## src/sha_pkg.sv

```systemverilog
// shared types, constants and round functions for the sha-256 digest unit
package sha_pkg;

    localparam int WORD_W  = 32;
    localparam int BLOCK_BYTES = 64;
    localparam int ROUNDS  = 64;
    localparam int COUNT_W = 64;
    localparam logic [7:0] PAD_BYTE = 8'h80;
    localparam logic [5:0] LEN_POS  = 6'd56;

    typedef logic [WORD_W-1:0] word_t;

    typedef enum logic [2:0] {
        ST_COLLECT,
        ST_PAD,
        ST_ROUND,
        ST_FOLD,
        ST_EMIT
    } state_t;

    // controller to datapath
    typedef struct packed {
        logic take_byte;
        logic write_pad;
        logic start_block;
        logic round_step;
        logic fold;
        logic restart;
        logic emit;
    } cmd_t;

    // datapath to controller
    typedef struct packed {
        logic block_full;
        logic pad_done;
        logic rounds_done;
        logic final_block;
    } status_t;

    localparam word_t INIT_H [8] = '{
        32'h6a09e667, 32'hbb67ae85, 32'h3c6ef372, 32'ha54ff53a,
        32'h510e527f, 32'h9b05688c, 32'h1f83d9ab, 32'h5be0cd19
    };

    localparam word_t ROUND_K [ROUNDS] = '{
        32'h428a2f98, 32'h71374491, 32'hb5c0fbcf, 32'he9b5dba5,
        32'h3956c25b, 32'h59f111f1, 32'h923f82a4, 32'hab1c5ed5,
        32'hd807aa98, 32'h12835b01, 32'h243185be, 32'h550c7dc3,
        32'h72be5d74, 32'h80deb1fe, 32'h9bdc06a7, 32'hc19bf174,
        32'he49b69c1, 32'hefbe4786, 32'h0fc19dc6, 32'h240ca1cc,
        32'h2de92c6f, 32'h4a7484aa, 32'h5cb0a9dc, 32'h76f988da,
        32'h983e5152, 32'ha831c66d, 32'hb00327c8, 32'hbf597fc7,
        32'hc6e00bf3, 32'hd5a79147, 32'h06ca6351, 32'h14292967,
        32'h27b70a85, 32'h2e1b2138, 32'h4d2c6dfc, 32'h53380d13,
        32'h650a7354, 32'h766a0abb, 32'h81c2c92e, 32'h92722c85,
        32'ha2bfe8a1, 32'ha81a664b, 32'hc24b8b70, 32'hc76c51a3,
        32'hd192e819, 32'hd6990624, 32'hf40e3585, 32'h106aa070,
        32'h19a4c116, 32'h1e376c08, 32'h2748774c, 32'h34b0bcb5,
        32'h391c0cb3, 32'h4ed8aa4a, 32'h5b9cca4f, 32'h682e6ff3,
        32'h748f82ee, 32'h78a5636f, 32'h84c87814, 32'h8cc70208,
        32'h90befffa, 32'ha4506ceb, 32'hbef9a3f7, 32'hc67178f2
    };

    function automatic word_t ror(input word_t x, input int n);
        ror = (x >> n) | (x << (WORD_W - n));
    endfunction

    function automatic word_t sig0(input word_t x);
        sig0 = ror(x, 7) ^ ror(x, 18) ^ (x >> 3);
    endfunction

    function automatic word_t sig1(input word_t x);
        sig1 = ror(x, 17) ^ ror(x, 19) ^ (x >> 10);
    endfunction

    function automatic word_t bsig0(input word_t x);
        bsig0 = ror(x, 2) ^ ror(x, 13) ^ ror(x, 22);
    endfunction

    function automatic word_t bsig1(input word_t x);
        bsig1 = ror(x, 6) ^ ror(x, 11) ^ ror(x, 25);
    endfunction

endpackage

```

## src/sha_if.sv

```systemverilog
// valid/ready channel interfaces for message bytes and digests
interface sha_in_if;
    logic       valid;
    logic       ready;
    logic [7:0] data_byte;
    logic       has_byte;
    logic       last;
    modport source (output valid, output data_byte, output has_byte, output last,
                    input ready);
    modport sink   (input valid, input data_byte, input has_byte, input last,
                    output ready);
endinterface

interface sha_out_if;
    logic        valid;
    logic        ready;
    logic [63:0] digest_bits_255_192;
    logic [63:0] digest_bits_191_128;
    logic [63:0] digest_bits_127_64;
    logic [63:0] digest_bits_63_0;
    modport source (output valid, output digest_bits_255_192, output digest_bits_191_128,
                    output digest_bits_127_64, output digest_bits_63_0, input ready);
    modport sink   (input valid, input digest_bits_255_192, input digest_bits_191_128,
                    input digest_bits_127_64, input digest_bits_63_0, output ready);
endinterface

```

## src/sha_ctrl.sv

```systemverilog
// controller state machine: byte collection, padding, rounds, digest hand-off
module sha_ctrl
    import sha_pkg::*;
(
    input  logic    clk,
    input  logic    rst_n,
    input  logic    in_valid,
    input  logic    in_has_byte,
    input  logic    in_last,
    output logic    in_ready,
    output logic    out_valid,
    input  logic    out_ready,
    input  status_t status,
    output cmd_t    cmd
);

    state_t state_reg, state_next;
    logic   closing_reg, closing_next;

    logic accept;
    assign accept = in_valid && in_ready;

    always_comb
    begin
        state_next   = state_reg;
        closing_next = closing_reg;
        unique case (state_reg)
            ST_COLLECT:
            begin
                if (accept)
                begin
                    closing_next = in_last;
                    if (in_has_byte && status.block_full)
                        state_next = ST_ROUND;
                    else if (in_last)
                        state_next = ST_PAD;
                end
            end
            ST_PAD:
            begin
                if (status.pad_done)
                    state_next = ST_ROUND;
            end
            ST_ROUND:
            begin
                if (status.rounds_done)
                    state_next = ST_FOLD;
            end
            ST_FOLD:
            begin
                if (!closing_reg)
                    state_next = ST_COLLECT;
                else if (status.final_block)
                    state_next = ST_EMIT;
                else
                    state_next = ST_PAD;
            end
            ST_EMIT:
            begin
                if (out_ready)
                begin
                    state_next   = ST_COLLECT;
                    closing_next = 1'b0;
                end
            end
            default: state_next = ST_COLLECT;
        endcase
    end

    always_comb
    begin
        cmd       = '0;
        in_ready  = 1'b0;
        out_valid = 1'b0;
        unique case (state_reg)
            ST_COLLECT:
            begin
                in_ready      = 1'b1;
                cmd.take_byte = accept && in_has_byte;
                cmd.start_block = accept && in_has_byte && status.block_full;
            end
            ST_PAD:
            begin
                cmd.write_pad   = 1'b1;
                cmd.start_block = status.pad_done;
            end
            ST_ROUND: cmd.round_step = 1'b1;
            ST_FOLD:  cmd.fold = 1'b1;
            ST_EMIT:
            begin
                out_valid   = 1'b1;
                cmd.emit    = 1'b1;
                cmd.restart = out_ready;
            end
            default: cmd = '0;
        endcase
    end

    always_ff @(posedge clk or negedge rst_n)
    begin
        if (!rst_n)
        begin
            state_reg   <= ST_COLLECT;
            closing_reg <= 1'b0;
        end
        else
        begin
            state_reg   <= state_next;
            closing_reg <= closing_next;
        end
    end

    a_ready_only_collect: assert property (@(posedge clk) disable iff (!rst_n)
        in_ready |-> state_reg == ST_COLLECT)
        else $error("input taken outside collect");
    a_no_both: assert property (@(posedge clk) disable iff (!rst_n)
        !(in_ready && out_valid))
        else $error("input and output open together");
    a_emit_after_fold: assert property (@(posedge clk) disable iff (!rst_n)
        $rose(out_valid) |-> $past(state_reg) == ST_FOLD)
        else $error("digest shown without a final fold");
    a_restart_on_take: assert property (@(posedge clk) disable iff (!rst_n)
        cmd.restart |-> out_valid && out_ready)
        else $error("restart without digest hand-off");

endmodule

```

## src/sha_datapath.sv

```systemverilog
// message buffer, padding writer, schedule and round datapath
module sha_datapath
    import sha_pkg::*;
(
    input  logic        clk,
    input  logic        rst_n,
    input  logic [7:0]  data_byte,
    input  cmd_t        cmd,
    output status_t     status,
    output logic [63:0] digest_bits_255_192,
    output logic [63:0] digest_bits_191_128,
    output logic [63:0] digest_bits_127_64,
    output logic [63:0] digest_bits_63_0
);

    // message block as 16 words, doubles as the schedule window
    word_t w_reg [16];
    word_t h_reg [8];
    word_t v_reg [8];
    logic [COUNT_W-1:0] count_reg;
    logic [5:0] pad_pos_reg;
    logic [6:0] round_reg;
    logic       final_reg;

    // pad phase: first pass starts at the count position; final pass covers length
    logic pad_first_reg;
    logic fits;

    logic [5:0]  wr_pos;
    logic [7:0]  wr_byte;
    logic        wr_en;
    logic [63:0] bit_len;

    assign bit_len = {count_reg[COUNT_W-4:0], 3'b000};

    always_comb
    begin
        wr_en   = 1'b0;
        wr_pos  = count_reg[5:0];
        wr_byte = data_byte;
        if (cmd.take_byte)
            wr_en = 1'b1;
        else if (cmd.write_pad)
        begin
            wr_en  = 1'b1;
            wr_pos = pad_first_reg ? count_reg[5:0] : pad_pos_reg;
            if (pad_first_reg)
                wr_byte = PAD_BYTE;
            else if (pad_pos_reg >= LEN_POS && final_reg)
                wr_byte = bit_len[6'(63 - 8 * (pad_pos_reg - LEN_POS)) -: 8];
            else
                wr_byte = 8'h00;
        end
    end

    assign fits = (count_reg[5:0] < LEN_POS);

    assign status.block_full  = (count_reg[5:0] == 6'd63);
    assign status.pad_done    = cmd.write_pad && (wr_pos == 6'd63);
    assign status.rounds_done = (round_reg == 7'(ROUNDS - 1));
    // length is in the block only once a pad pass has run for this message
    assign status.final_block = final_reg && !pad_first_reg;

    word_t s0w, s1w, t1, t2, wnew, wcur;
    assign wcur = w_reg[0];
    assign s0w  = sig0(w_reg[1]);
    assign s1w  = sig1(w_reg[14]);
    assign wnew = s1w + w_reg[9] + s0w + w_reg[0];
    assign t1 = v_reg[7] + bsig1(v_reg[4]) + ((v_reg[4] & v_reg[5]) ^ (~v_reg[4] & v_reg[6]))
              + ROUND_K[round_reg[5:0]] + wcur;
    assign t2 = bsig0(v_reg[0])
              + ((v_reg[0] & v_reg[1]) ^ (v_reg[0] & v_reg[2]) ^ (v_reg[1] & v_reg[2]));

    always_ff @(posedge clk)
    begin
        if (wr_en)
            w_reg[wr_pos[5:2]][5'(31 - 8 * wr_pos[1:0]) -: 8] <= wr_byte;
        else if (cmd.round_step)
        begin
            for (int i = 0; i < 15; i++)
                w_reg[i] <= w_reg[i+1];
            w_reg[15] <= wnew;
        end
        if (cmd.start_block)
            v_reg <= h_reg;
        else if (cmd.round_step)
        begin
            v_reg[7] <= v_reg[6]; v_reg[6] <= v_reg[5]; v_reg[5] <= v_reg[4];
            v_reg[4] <= v_reg[3] + t1;
            v_reg[3] <= v_reg[2]; v_reg[2] <= v_reg[1]; v_reg[1] <= v_reg[0];
            v_reg[0] <= t1 + t2;
        end
    end

    always_ff @(posedge clk or negedge rst_n)
    begin
        if (!rst_n)
        begin
            h_reg         <= INIT_H;
            count_reg     <= '0;
            pad_pos_reg   <= '0;
            round_reg     <= '0;
            final_reg     <= 1'b0;
            pad_first_reg <= 1'b1;
        end
        else
        begin
            if (cmd.take_byte)
                count_reg <= count_reg + 1'b1;
            if (cmd.write_pad)
            begin
                if (pad_first_reg)
                begin
                    // first pad cycle writes 0x80 at the count position
                    pad_first_reg <= 1'b0;
                    pad_pos_reg   <= count_reg[5:0] + 1'b1;
                    if (count_reg[5:0] == 6'd63)
                        final_reg <= 1'b0;
                    else
                        final_reg <= fits;
                end
                else
                    pad_pos_reg <= pad_pos_reg + 1'b1;
            end
            if (cmd.round_step)
                round_reg <= round_reg + 1'b1;
            else
                round_reg <= '0;
            if (cmd.fold)
            begin
                for (int i = 0; i < 8; i++)
                    h_reg[i] <= h_reg[i] + v_reg[i];
                // second padding block starts clean with length at its end
                pad_pos_reg <= '0;
                final_reg   <= 1'b1;
            end
            if (cmd.restart)
            begin
                h_reg         <= INIT_H;
                count_reg     <= '0;
                pad_pos_reg   <= '0;
                final_reg     <= 1'b0;
                pad_first_reg <= 1'b1;
            end
        end
    end

    assign digest_bits_255_192 = {h_reg[0], h_reg[1]};
    assign digest_bits_191_128 = {h_reg[2], h_reg[3]};
    assign digest_bits_127_64  = {h_reg[4], h_reg[5]};
    assign digest_bits_63_0    = {h_reg[6], h_reg[7]};

    a_round_count: assert property (@(posedge clk) disable iff (!rst_n)
        !cmd.round_step |=> round_reg == '0)
        else $error("round counter not cleared");
    a_no_byte_in_pad: assert property (@(posedge clk) disable iff (!rst_n)
        !(cmd.take_byte && cmd.write_pad))
        else $error("byte write during padding");
    a_fold_after_rounds: assert property (@(posedge clk) disable iff (!rst_n)
        cmd.fold |-> $past(cmd.round_step))
        else $error("fold without rounds");

endmodule

```

## src/sha256_message_digest_unit.sv

```systemverilog
// sha-256 digest unit top level: controller plus datapath
// each byte request is taken while collecting; a full block then runs the rounds and one fold
// closing request: pad bytes from the count position to byte 63, then the rounds and one
// fold, then a pad pass over bytes 0 to 63, rounds and a fold more if the length does not
// fit; a closing byte that fills a block is compressed first; the digest waits until taken
// input is refused while padding, while a block compresses or while a digest waits
// rst_n clears to the initial hash value with no bytes held and zero count
module sha256_message_digest_unit
    import sha_pkg::*;
(
    input logic    clk,
    input logic    rst_n,
    sha_in_if.sink   in_ch,
    sha_out_if.source out_ch
);

    cmd_t    cmd;
    status_t status;

    sha_ctrl u_ctrl (
        .clk        (clk),
        .rst_n      (rst_n),
        .in_valid   (in_ch.valid),
        .in_has_byte(in_ch.has_byte),
        .in_last    (in_ch.last),
        .in_ready   (in_ch.ready),
        .out_valid  (out_ch.valid),
        .out_ready  (out_ch.ready),
        .status     (status),
        .cmd        (cmd)
    );

    sha_datapath u_dp (
        .clk                (clk),
        .rst_n              (rst_n),
        .data_byte          (in_ch.data_byte),
        .cmd                (cmd),
        .status             (status),
        .digest_bits_255_192(out_ch.digest_bits_255_192),
        .digest_bits_191_128(out_ch.digest_bits_191_128),
        .digest_bits_127_64 (out_ch.digest_bits_127_64),
        .digest_bits_63_0   (out_ch.digest_bits_63_0)
    );

endmodule

```

## src/flat_wrapper.sv

```systemverilog
// flat-port wrapper written by rule: the top's interface ports become plain ports
module sha256_message_digest_unit_flat import sha_pkg::*;
  (clk, rst_n, in_ch_valid, in_ch_data_byte, in_ch_has_byte, in_ch_last, in_ch_ready, out_ch_valid, out_ch_digest_bits_255_192, out_ch_digest_bits_191_128, out_ch_digest_bits_127_64, out_ch_digest_bits_63_0, out_ch_ready);
  sha_in_if in_ch_i ();
  sha_out_if out_ch_i ();
  input logic clk;
  input logic rst_n;
  input wire logic [$bits(in_ch_i.valid)-1:0] in_ch_valid;
  input wire logic [$bits(in_ch_i.data_byte)-1:0] in_ch_data_byte;
  input wire logic [$bits(in_ch_i.has_byte)-1:0] in_ch_has_byte;
  input wire logic [$bits(in_ch_i.last)-1:0] in_ch_last;
  output wire logic [$bits(in_ch_i.ready)-1:0] in_ch_ready;
  output wire logic [$bits(out_ch_i.valid)-1:0] out_ch_valid;
  output wire logic [$bits(out_ch_i.digest_bits_255_192)-1:0] out_ch_digest_bits_255_192;
  output wire logic [$bits(out_ch_i.digest_bits_191_128)-1:0] out_ch_digest_bits_191_128;
  output wire logic [$bits(out_ch_i.digest_bits_127_64)-1:0] out_ch_digest_bits_127_64;
  output wire logic [$bits(out_ch_i.digest_bits_63_0)-1:0] out_ch_digest_bits_63_0;
  input wire logic [$bits(out_ch_i.ready)-1:0] out_ch_ready;
  assign in_ch_i.valid = in_ch_valid;
  assign in_ch_i.data_byte = in_ch_data_byte;
  assign in_ch_i.has_byte = in_ch_has_byte;
  assign in_ch_i.last = in_ch_last;
  assign in_ch_ready = in_ch_i.ready;
  assign out_ch_valid = out_ch_i.valid;
  assign out_ch_digest_bits_255_192 = out_ch_i.digest_bits_255_192;
  assign out_ch_digest_bits_191_128 = out_ch_i.digest_bits_191_128;
  assign out_ch_digest_bits_127_64 = out_ch_i.digest_bits_127_64;
  assign out_ch_digest_bits_63_0 = out_ch_i.digest_bits_63_0;
  assign out_ch_i.ready = out_ch_ready;
  sha256_message_digest_unit u_core (.clk(clk), .rst_n(rst_n), .in_ch(in_ch_i), .out_ch(out_ch_i));
endmodule
```

## config.mk

```make
export PLATFORM = sky130hd
export DESIGN_NAME = sha256_message_digest_unit_flat
export DESIGN_NICKNAME = d
export VERILOG_FILES = /design/src/sha_pkg.sv /design/src/sha_if.sv /design/src/sha_ctrl.sv /design/src/sha_datapath.sv /design/src/sha256_message_digest_unit.sv /design/src/flat_wrapper.sv
export SDC_FILE = /design/constraint.sdc
export NUM_CORES = 2
export LEC_CHECK = 0
export BUFFER_PORTS_ARGS = -buffer_cell sky130_fd_sc_hd__buf_2
export CORE_ASPECT_RATIO = 0.5
export CORE_UTILIZATION = 45
export DETAILED_ROUTE_END_ITERATION = 10
export PLACE_DENSITY = 0.67
export SETUP_SLACK_MARGIN = 0.02
export SLEW_MARGIN = 20
export SYNTH_ARGS = -nofsm -noshare
export SYNTH_HDL_FRONTEND = slang
export SYNTH_HIERARCHICAL = 1
export SYNTH_SLANG_ARGS = --single-unit
```

## constraint.sdc

```tcl
create_clock -name clk -period 19.3 [get_ports clk]
set_input_delay 0 -clock clk [delete_from_list [all_inputs] [get_ports clk]]
set_output_delay 0 -clock clk [all_outputs]
set_load 0.005 [all_outputs]
```

Yosys cells after proc, flatten, opt, wreduce, memory -nomap -nowiden
Memories as Yosys holds them, arrays and structs flattened. Cells that the tools add are included.

$lt $le $gt $ge: 3. Shift-type cells: 3. Bitwise logic cells: 28. Multiply operators: 0. Multiplexer cells: 57. Divide/modulo/power cells: 0. Add/subtract/negate cells: 26. Equality and inequality tests: 12. Reduce and logical (&&, ||, !) cells: 20.

Operators with widths (count): $mux 256 (4); $add 32x32->32 (18); $xor 32x32->32 (9); $and 32x32->32 (5); $mux 32 (5); $mux 64 (2); $shiftx 71x7->8 (1); $add 64x1->64 const B (1); $mux 6 (7); $shift 8x7->39 const A (1); $shiftx 8x7->39 (1); $mux 8 (4); $not 32->32 (1); $or 10x32->32 (1); $or 13x32->32 (1); $or 14x32->32 (1); $or 15x32->32 (1); $or 19x32->32 (1); $or 21x32->32 (1); $or 25x32->32 (1); $or 26x32->32 (1); $or 30x32->32 (1); $or 7x32->32 (1); $reduce_or 32->1 (1); other kinds (35) (79).

Output and inout bits: 258. Flip-flop bits (word level): 595. Memories: 2. Latch bits: 0. Logic and storage cells: 174. Input port bits: 14. Memory bits (writable): 512. Memory bits (read-only): 2048.

Memories: (name not given) (words 64, bits a word 32, read ports 1, clocked after Yosys merged registers in 0, write ports 0, RTL line sha_datapath.sv:70) `+ ROUND_K[round_reg[5:0]] + wcur;`; u_core.u_dp.w_reg (words 16, bits a word 32, read ports 16, clocked after Yosys merged registers in 0, write ports 16, RTL line sha_datapath.sv:17) `word_t w_reg [16];`.

Longest topological paths before layout
Word-level depth: 11. Depth in mapped cells: 40. Depth with buffers taken out: 38.

By module
The synthesis kept the hierarchy.

By module, submodules not included: sha_datapath (area each 73093.9 um^2, seq. area each 31541.5 um^2, cells each 6927, times used 1); sha_ctrl (area each 362.8 um^2, seq. area each 100.1 um^2, cells each 39, times used 1).

Least setup slack after synthesis
No wires, ideal clock.

Path type: reg2reg. From: reg u_core.u_dp.round_reg[1]. To: reg u_core/u_dp/v_reg[255] (netlist bit) (data pin). Library setup time: 0.267 ns. Cell stages (with the launch flop): 40. Buffers on the path: 3. Arrival time: 7.859 ns. Clock period less this slack: 8.126 ns. Slack: 11.174 ns. Data required time: 19.033 ns. Cells stage by stage: dfrtp_1 > clkbuf_1 > clkinv_1 > ha_1 > clkbuf_1 > nor2_1 > o311ai_0 > o21ai_0 > nor2_1 > a21oi_1 > fa_1 > inv_1 > fa_1 > inv_1 > ha_1 > clkbuf_1 > a21o_1 > a2111o_1 > (+4 left out) > o21ai_0 > a21o_1 > xor2_1 > inv_1 > fa_1 > inv_1 > ha_1 > and3_1 > and3_1 > nand4_1 > nor2_1 > a2111oi_0 > or3_1 > nand4_1 > a21oi_1 > xnor2_1 > xnor2_1 > o21ai_0.

Longest elaborated chain between the ends: 9.

RTL lines: start, declared (RTL line sha_datapath.sv:22) `logic [6:0] round_reg;`; start signal, assigned (RTL line sha_datapath.sv:126) `round_reg <= round_reg + 1'b1;`; $not 6->7 (implied by the code) (RTL line sha_datapath.sv:70); $mem_v2 64x32; $mux 32 (implied by the code) (2 in a row) (RTL line sha_datapath.sv:70); $add 32x32->32 (2 in a row) (RTL line sha_datapath.sv:70); $add 32x32->32 (RTL line sha_datapath.sv:91) `v_reg[0] <= t1 + t2;`; $mux 256 (RTL line sha_datapath.sv:86) `else if (cmd.round_step)`; $mux 256 (RTL line sha_datapath.sv:84) `if (cmd.start_block)`; end signal, assigned (RTL line sha_datapath.sv:85) `v_reg <= h_reg;`; end, declared (RTL line sha_datapath.sv:19) `word_t v_reg [8];`.

No other way between the ends. The select of a mux whose other input is x is not followed. A chain may end at the register's enable or synchronous reset.

Worst setup path after layout
Same ends and word-level chain as after synthesis.

==> impl_metrics.csv <==
group,metric,value,unit
run_status,violations,"DRC",
layout,nNetsFinal,7718,
yosys,syn_nets,7569,
layout,stdcell_area,81000,µm²
routing,drc,18,
min_path,hp-class,"input pin to async pin",
clocking,numCtsBuffers,106,
setup_path,cp_slowest_stage_delay,0.68,ns
setup_path,worst-path-buf-inv,5,
setup_path,ff2ff_path_depth,35,
clocking,holdBufCountCts,17,
setup_path,rr_startpoint,"u_core/u_dp/round_reg[1]$_DFF_PN0_",
clocking,post_cts_buffers,0,
setup_path,crit_slowest_cell,"ha_1",
routing,via_per_inst,6.08,
yosys,avgSynthCellArea,10.5,µm²
setup_path,cp_max_fo,22,
sta,relSlewSlack,20.8,%
placed_design,postPlaceCellArea,77100,µm²
die,die_x,573,µm
flow_run,maxCapViolCount,0,
die,die_h,288,µm
clocking,clk_pin_slew,0.07,ns
layout,largest_reg_flops,512,
sta,period_needed,10.05,ns
clocking,cts_max_path_buffers,3,
setup_path,cp_data_arrival_time,10.50,ns
yosys,synthCells,6965,
sta,rsz0062_at_grt,"no",
routing,drt_wl_total,247000,µm
sta,setup_violations,0,
clocking,clkSinkCount,1104,
setup_path,crit_path_start_kind,"flop",
placed_design,gp_congestion,0.997,
layout,layout_common_cells,"edfxtp_1 (768), a21o_1 (673), nor2_1 (467), a21oi_1 (464), o21ai_0 (448)",
sta,tns,0,ns
setup_path,critPathKind,"flop to flop",
setup_path,cp-end-kind,"flop",
setup_path,crit_required,19.75,ns
routing,num_vias,57000,
global_routing,antenna_found_initial,5,
setup_path,path_depth,35,
global_routing,grt_util_all_layers,29.3,%
sta,finalMaxSlewViolations,0,
layout,final_layout_size_suffix_gt1_share,14.0,%
routing,drtPass1Iterations,11,
clocking,cts_resized,0,
setup_path,startpoint,"u_core/u_dp/round_reg[1]$_DFF_PN0_",
setup_path,critPathTopFamily,"compound AO/OA/AOI/OAI gates",
setup_path,r2r_end,"u_core/u_dp/v_reg[255]$_DFFE_PP_",
sta,finalCritPeriodShare,52.1,%
die,core,161000,µm²
die,rows,104,
placed_design,port_buffers,271,
routing,avgRoutedWirePerCell,26.4,µm
setup_path,reg2reg_slack,9.25,ns
die,ios,272,
die,start_util,45.5,%
setup_path,path_common_cell,"a21oi_1",
clocking,cts_tree,"yes",
global_routing,grt_pass1_vias,52800,
global_routing,grt_start_max_net_pins,182,
sta,fmax,0.0995,GHz
yosys,yosysWarnings,6,
die,dieArea,165000,µm²
routing,ant_nets,0,
clocking,cts_max_level,3,
layout,final_util,50.2,%
routing,drtIter0Drc,7421,
layout,syn2layout_area_growth,10.3,%
global_routing,grt_pass1_wl,360000,µm
sta,worstMarginPinSlew,1.19,ns
sta,finalHoldViolCount,0,
placed_design,hpwl,182000,µm
yosys,syn_area,73400,µm²
clocking,root_buffer,"clkbuf_16",
setup_path,critPathCapture,"u_core/u_dp/v_reg[255]$_DFFE_PP_",
layout,layout_commonest_cell,"edfxtp_1",
sta,finClkSkew,0.0370,ns
global_routing,overflow,0,
clocking,clk_latency,0.76,ns
run_status,status,"finished with violations",
## worst min-delay path by stage
| stage | from | endpoint | slack, ns | depth (start not counted) |
|---|---|---|---|---|
| 4_1_cts | rst_n | u_core/u_dp/digest_bits_255_192[31]$_DFFE_PN1P_ | 0.09 | 2 |
| 2_1_floorplan | rst_n | u_core/u_ctrl/closing_reg$_DFFE_PN0P_ | -0.30 | 0 |
| 5_1_grt | rst_n | u_core/u_dp/digest_bits_255_192[31]$_DFFE_PN1P_ | 0.13 | 2 |
| 3_5_place_dp | rst_n | u_core/u_ctrl/closing_reg$_DFFE_PN0P_ | 0.08 | 1 |
| 6_report | rst_n | u_core/u_dp/digest_bits_255_192[31]$_DFFE_PN1P_ | 0.12 | 2 |
| 3_3_place_gp | rst_n | u_core/u_ctrl/closing_reg$_DFFE_PN0P_ | 0.07 | 1 |
## cell type report
cell class,count,area (µm²)
clock inverters,50,707
fillers,14600,80400
repair buffers,397,2410
well taps,2173,2720
flip-flops and latches,1104,31600
inverters,345,1300
clock buffers,149,3020
diodes,3,7.51
multi-input cells,5160,39200
## per-layer routing
layer	wire [µm]	up-vias	GRT usage [%]
met4	7970	0	8.63
met3	22300	385	4.57
met2	109000	2565	45.1
met5	0	-	0
met1	108000	28500	42.6
li1	-	25500	-
## per-stage QoR
stage               hold WS, ns  std cells  worst slack [ns]
floorplan                -0.296       6965             11.17
global placement         0.0694       9162              9.56
detailed placement       0.0752       9162              9.63
CTS                      0.0853       9378              9.58
global route              0.132       9379              8.73
finish                    0.117       9381              9.25
## worst reg2reg max path: cells and delay by family (launching register included)
kind | cells | cell delay [ns]
compound gates | 17 | 3.81
fa+ha+maj | 6 | 2.84
simple gates | 4 | 1.16
buf+inv | 5 | 1.07
xor+xnor | 3 | 0.56
flops | 1 | 0.33
Power is not shown: default switching activity piles up to over one toggle a cycle in this logic, so the estimate is an artifact.
